## config.mk

```make
export PLATFORM = sky130hd
export DESIGN_NAME = sts_cmp
export DESIGN_NICKNAME = d
export VERILOG_FILES = /design/src/rtl/sorted_table_search_macros.svh /design/src/rtl/sts_pkg.sv /design/src/rtl/sts_cmp.sv
export SDC_FILE = /design/constraint.sdc
export NUM_CORES = 1
export LEC_CHECK = 0
export BUFFER_PORTS_ARGS = -buffer_cell sky130_fd_sc_hd__buf_4
export CELL_PAD_IN_SITES_DETAIL_PLACEMENT = 1
export CELL_PAD_IN_SITES_GLOBAL_PLACEMENT = 1
export CORE_MARGIN = 2
export CORE_UTILIZATION = 27
export DETAILED_ROUTE_END_ITERATION = 6
export GPL_ROUTABILITY_DRIVEN = 0
export GPL_TIMING_DRIVEN = 0
export PLACE_DENSITY = 0.8
export RECOVER_POWER = 100
export SETUP_SLACK_MARGIN = 0.3
export SLEW_MARGIN = 20
export SYNTH_ARGS = -nofsm -noshare
export SYNTH_HDL_FRONTEND = slang
export SYNTH_SLANG_ARGS = --single-unit
```

## constraint.sdc

```tcl
create_clock -name vclk -period 2.9
set_input_delay 0.58 -clock vclk [all_inputs]
set_output_delay 0.58 -clock vclk [all_outputs]
set_load 0.03 [all_outputs]
```

## src/rtl/sorted_table_search_macros.svh

```systemverilog
// ----------------------------------------------------------------------------
// sorted_table_search assertion macros
// concurrent assertion shorthands shared by the table search rtl
// ----------------------------------------------------------------------------
`ifndef SORTED_TABLE_SEARCH_MACROS_SVH
`define SORTED_TABLE_SEARCH_MACROS_SVH

// same-cycle implication, disabled during reset
`define STS_ASSERT_NOW(label, clk, rst, ante, cons, msg) \
   label: assert property (@(posedge clk) disable iff (rst) (ante) |-> (cons)) \
      else $error(msg);

// next-cycle implication, disabled during reset
`define STS_ASSERT_NEXT(label, clk, rst, ante, cons, msg) \
   label: assert property (@(posedge clk) disable iff (rst) (ante) |=> (cons)) \
      else $error(msg);

`endif

```

## src/rtl/sts_pkg.sv

```systemverilog
// ----------------------------------------------------------------------------
// sts_pkg
// shared types and constants of the sorted table search block
// ----------------------------------------------------------------------------
`default_nettype none

package sts_pkg;

   // default table depth
   localparam int DefaultDepth = 256;

   // data and result widths
   localparam int DataW = 32;
   localparam int PosW  = 8;

   // request actions
   typedef enum logic [1:0] {
      ACT_APPEND = 2'd0,
      ACT_SEARCH = 2'd1,
      ACT_CLEAR  = 2'd2
   } action_type;

   // response status codes
   typedef enum logic [1:0] {
      ST_ACCEPTED  = 2'd0,
      ST_FOUND     = 2'd1,
      ST_NOT_FOUND = 2'd2,
      ST_FULL      = 2'd3
   } status_type;

   // sequencer states
   typedef enum logic [2:0] {
      S_IDLE,
      S_SORT_LD0,
      S_SORT_HEAD,
      S_SORT_RD,
      S_SORT_CMP,
      S_SORT_TAIL,
      S_SRCH_ADDR,
      S_SRCH_CMP
   } state_type;

   // compare unit result
   typedef struct packed {
      logic gt;
      logic eq;
   } cmp_res_type;

endpackage

`default_nettype wire

```

## src/rtl/sts_cmp.sv

```systemverilog
// ----------------------------------------------------------------------------
// sts_cmp
// shared signed compare unit used by both the sort and the search
// ----------------------------------------------------------------------------
`default_nettype none

module sts_cmp
   import sts_pkg::*;
(
   input  wire logic signed [DataW-1:0] op_a,
   input  wire logic signed [DataW-1:0] op_b,
   output cmp_res_type                  res
);

   // signed order and equality
   always_comb begin
      res.gt = op_a > op_b;
      res.eq = op_a == op_b;
   end

endmodule

`default_nettype wire

```

==> results.json <==
{
  "finalSetupViolCount": 0,
  "drtAntennaViolNets": 0,
  "layout-drive-gt1-share": 0.5543,
  "min-delay-start": "op_a[31]",
  "switching_share": 0.4255,
  "synth_cell_type_count": 23,
  "ys_seq_area_frac": 0,
  "holdBufCountCts": 0,
  "yosysTopAreaCellShare": 0.4741,
  "finalInstanceArea_sq_um": 1705,
  "syn_area_per_cell_sq_um": 7.408,
  "die_w_um": 59.93,
  "slew_headroom": 0.7781,
  "wl_per_cell_um": 13.65,
  "clock_buffers": 0,
  "hold_class": "primary input to output port",
  "grtUsageMet3": 0.008658,
  "syn_nets": 210,
  "seq_area_sq_um": 0,
  "internal-power_uw": 139.7,
  "syn2layout_area_growth_pct": 101.9,
  "path_class": "primary input to output port",
  "required_ns": 2.32,
  "grt.met2_usage": 0.3385,
  "worst_pin_slew_ns": 0.3303,
  "slew_viol_final": 0,
  "use_met1": 0.1609,
  "ys_warn_count": 0,
  "vias_per_cell": 5.046,
  "outcome": "finished, final reports clean",
  "post_dp_cell_area_sq_um": 1499,
  "syn_area_sq_um": 844.6,
  "top_usage_layer": "met2",
  "drtIter0Drc": 6,
  "fp.dieH_um": 59.93,
  "cp_max_fo": 2,
  "fin_crit_sh": 0.9810,
  "power_uw": 243.1,
  "antenna_found_initial": 0,
  "yosys.area.top_type": "ha_1",
  "grt_pass1_wl_um": 4519,
  "fillers": 351,
  "first_global_vias": 1166,
  "yosysMostFrequentCell": "inv_1",
  "drc_errors": 0,
  "overflow": 0,
  "max_freq_ghz": 0.3515,
  "slowest_stage": "or3_4",
  "num_vias": 1095,
  "seq_cell_count": 0,
  "io_pins": 66,
  "io_buffers": 66,
  "rows": 20,
  "antennaDiodeCount": 0,
  "powerDensity_nw_per_um2": 142.6,
  "seq_power_share": 0,
  "pwr-share-clk": 0,
  "crit_path_end_kind": "output port",
  "arrival_ns": 2.26,
  "path_cells": "buf_6 -> ha_4 -> and4_4 -> nand4_1 -> or3_4 -> nand2b_4 -> o221ai_4 -> nand2b_4 -> buf_6",
  "netlist_top_cells_count": "33 x inv_1, 32 x ha_1, 8 x a21oi_1, 6 x nand2_1",
  "core_area_sq_um": 3003,
  "rsz0062_at_grt": "true",
  "slowest_delay_ns": 0.38,
  "switchingPower_uw": 103.4,
  "first_pass_iters": 2,
  "peakVddDrop_mv": 0.05952,
  "hold-path-endpoint": "res[1]",
  "yosys-top-cells-area": "ha_1 47%, inv_1 15%, a21oi_1 4.7%",
  "grt_max_degree": 4,
  "finalHoldViolCount": 0,
  "hold_path_depth": 7,
  "synth_cells": 114,
  "final_nets": 282,
  "leakagePower_nw": 0.9333,
  "drv_cap": 0,
  "start_kind": "primary input",
  "dp_hpwl_um": 2518,
  "utilization": 0.5679,
  "dieArea_sq_um": 3592,
  "p_comb_frac": 1.000,
  "routed_wl_um": 2961,
  "gr-usage-all-layers": 0.1583,
  "final.min_clock_period_ns": 2.845,
  "initial_core_util": 0.2812
}
-- worst max-delay path by stage --
stage	end	slack (ns)	cells after the start	from
floorplan	res[1]	0.28	8	op_b[27]
global placement	res[1]	-0.06	10	op_b[27]
detailed placement	res[1]	-0.13	9	op_a[14]
CTS	res[1]	0.02	10	op_b[29]
global route	res[1]	-0.006	9	op_a[5]
finish	res[1]	0.06	9	op_a[30]
-- stage by stage --
stage	hold slack, ns	TNS, ns	cells	setup WS, ns
floorplan	1.501	0	114	0.2846
global placement	1.726	-0.06349	213	-0.06349
detailed placement	1.746	-0.1281	213	-0.1281
CTS	1.792	0	216	0.02312
global route	1.821	-0.005763	217	-0.005763
finish	1.781	0	217	0.05502
-- critical path, delay by kind of cell --
family          cells  cell delay (ns)
compound gates      1             0.23
fa+ha+maj           1             0.26
buf+inv             2             0.23
simple gates        5             0.98
-- power by group through the flow --
stage / logic, mW / registers (mW) / clock network (mW)
2_1_floorplan: 0.104 / 0 / 0
3_3_place_gp: 0.193 / 0 / 0
3_5_place_dp: 0.204 / 0 / 0
4_1_cts: 0.225 / 0 / 0
5_1_grt: 0.271 / 0 / 0
6_report: 0.243 / 0 / 0
-- final cells by class --
| cell class | instances | area (sq um) | share of cell area |
|---|---|---|---|
| repair buffers | 70 | 578.1 | 0.3390 |
| well taps | 33 | 41.29 | 0.02421 |
| inverters | 33 | 146.4 | 0.08584 |
| multi-input cells | 81 | 939.7 | 0.5510 |
-- placed cells by master (no fill, tap or decap), types with 2 or more instances in the layout --
master,netlist,final
nand3_1,2,2
o21ai_0,5,2
buf_6,0,12
ha_4,0,9
nand2b_4,1,2
a21oi_1,8,7
a21o_1,4,4
inv_4,0,4
o21ai_2,0,2
buf_4,0,57
nand4_1,5,5
nand2_1,6,6
ha_1,32,23
inv_2,0,2
inv_1,33,26
-- per-layer routing --
metal  wire length, um  up-vias  part of all wire
met5                 0        -                 0
met1              1015      514              0.34
met3               108        6             0.036
met2              1776       33              0.60
met4                60        0             0.020
li1                  -      542                 -
-- cells by family (layout without fill, tap and decap cells) --
| group | Yosys count | after routing | synth area share |
|---|---|---|---|
| simple gates | 25 | 25 | 0.1941 |
| buf+inv | 33 | 103 | 0.1467 |
| fa+ha+maj | 32 | 32 | 0.4741 |
| compound gates | 24 | 24 | 0.1852 |
-- repair_timing --
item                                   CTS  global route
pin swaps                               10             8
buffers inserted                         3             1
resized for setup                       24            13
setup endpoints to repair                2             2
endpoints found under the hold margin    0             0
No activity file was read; power rests on OpenSTA's default activity.
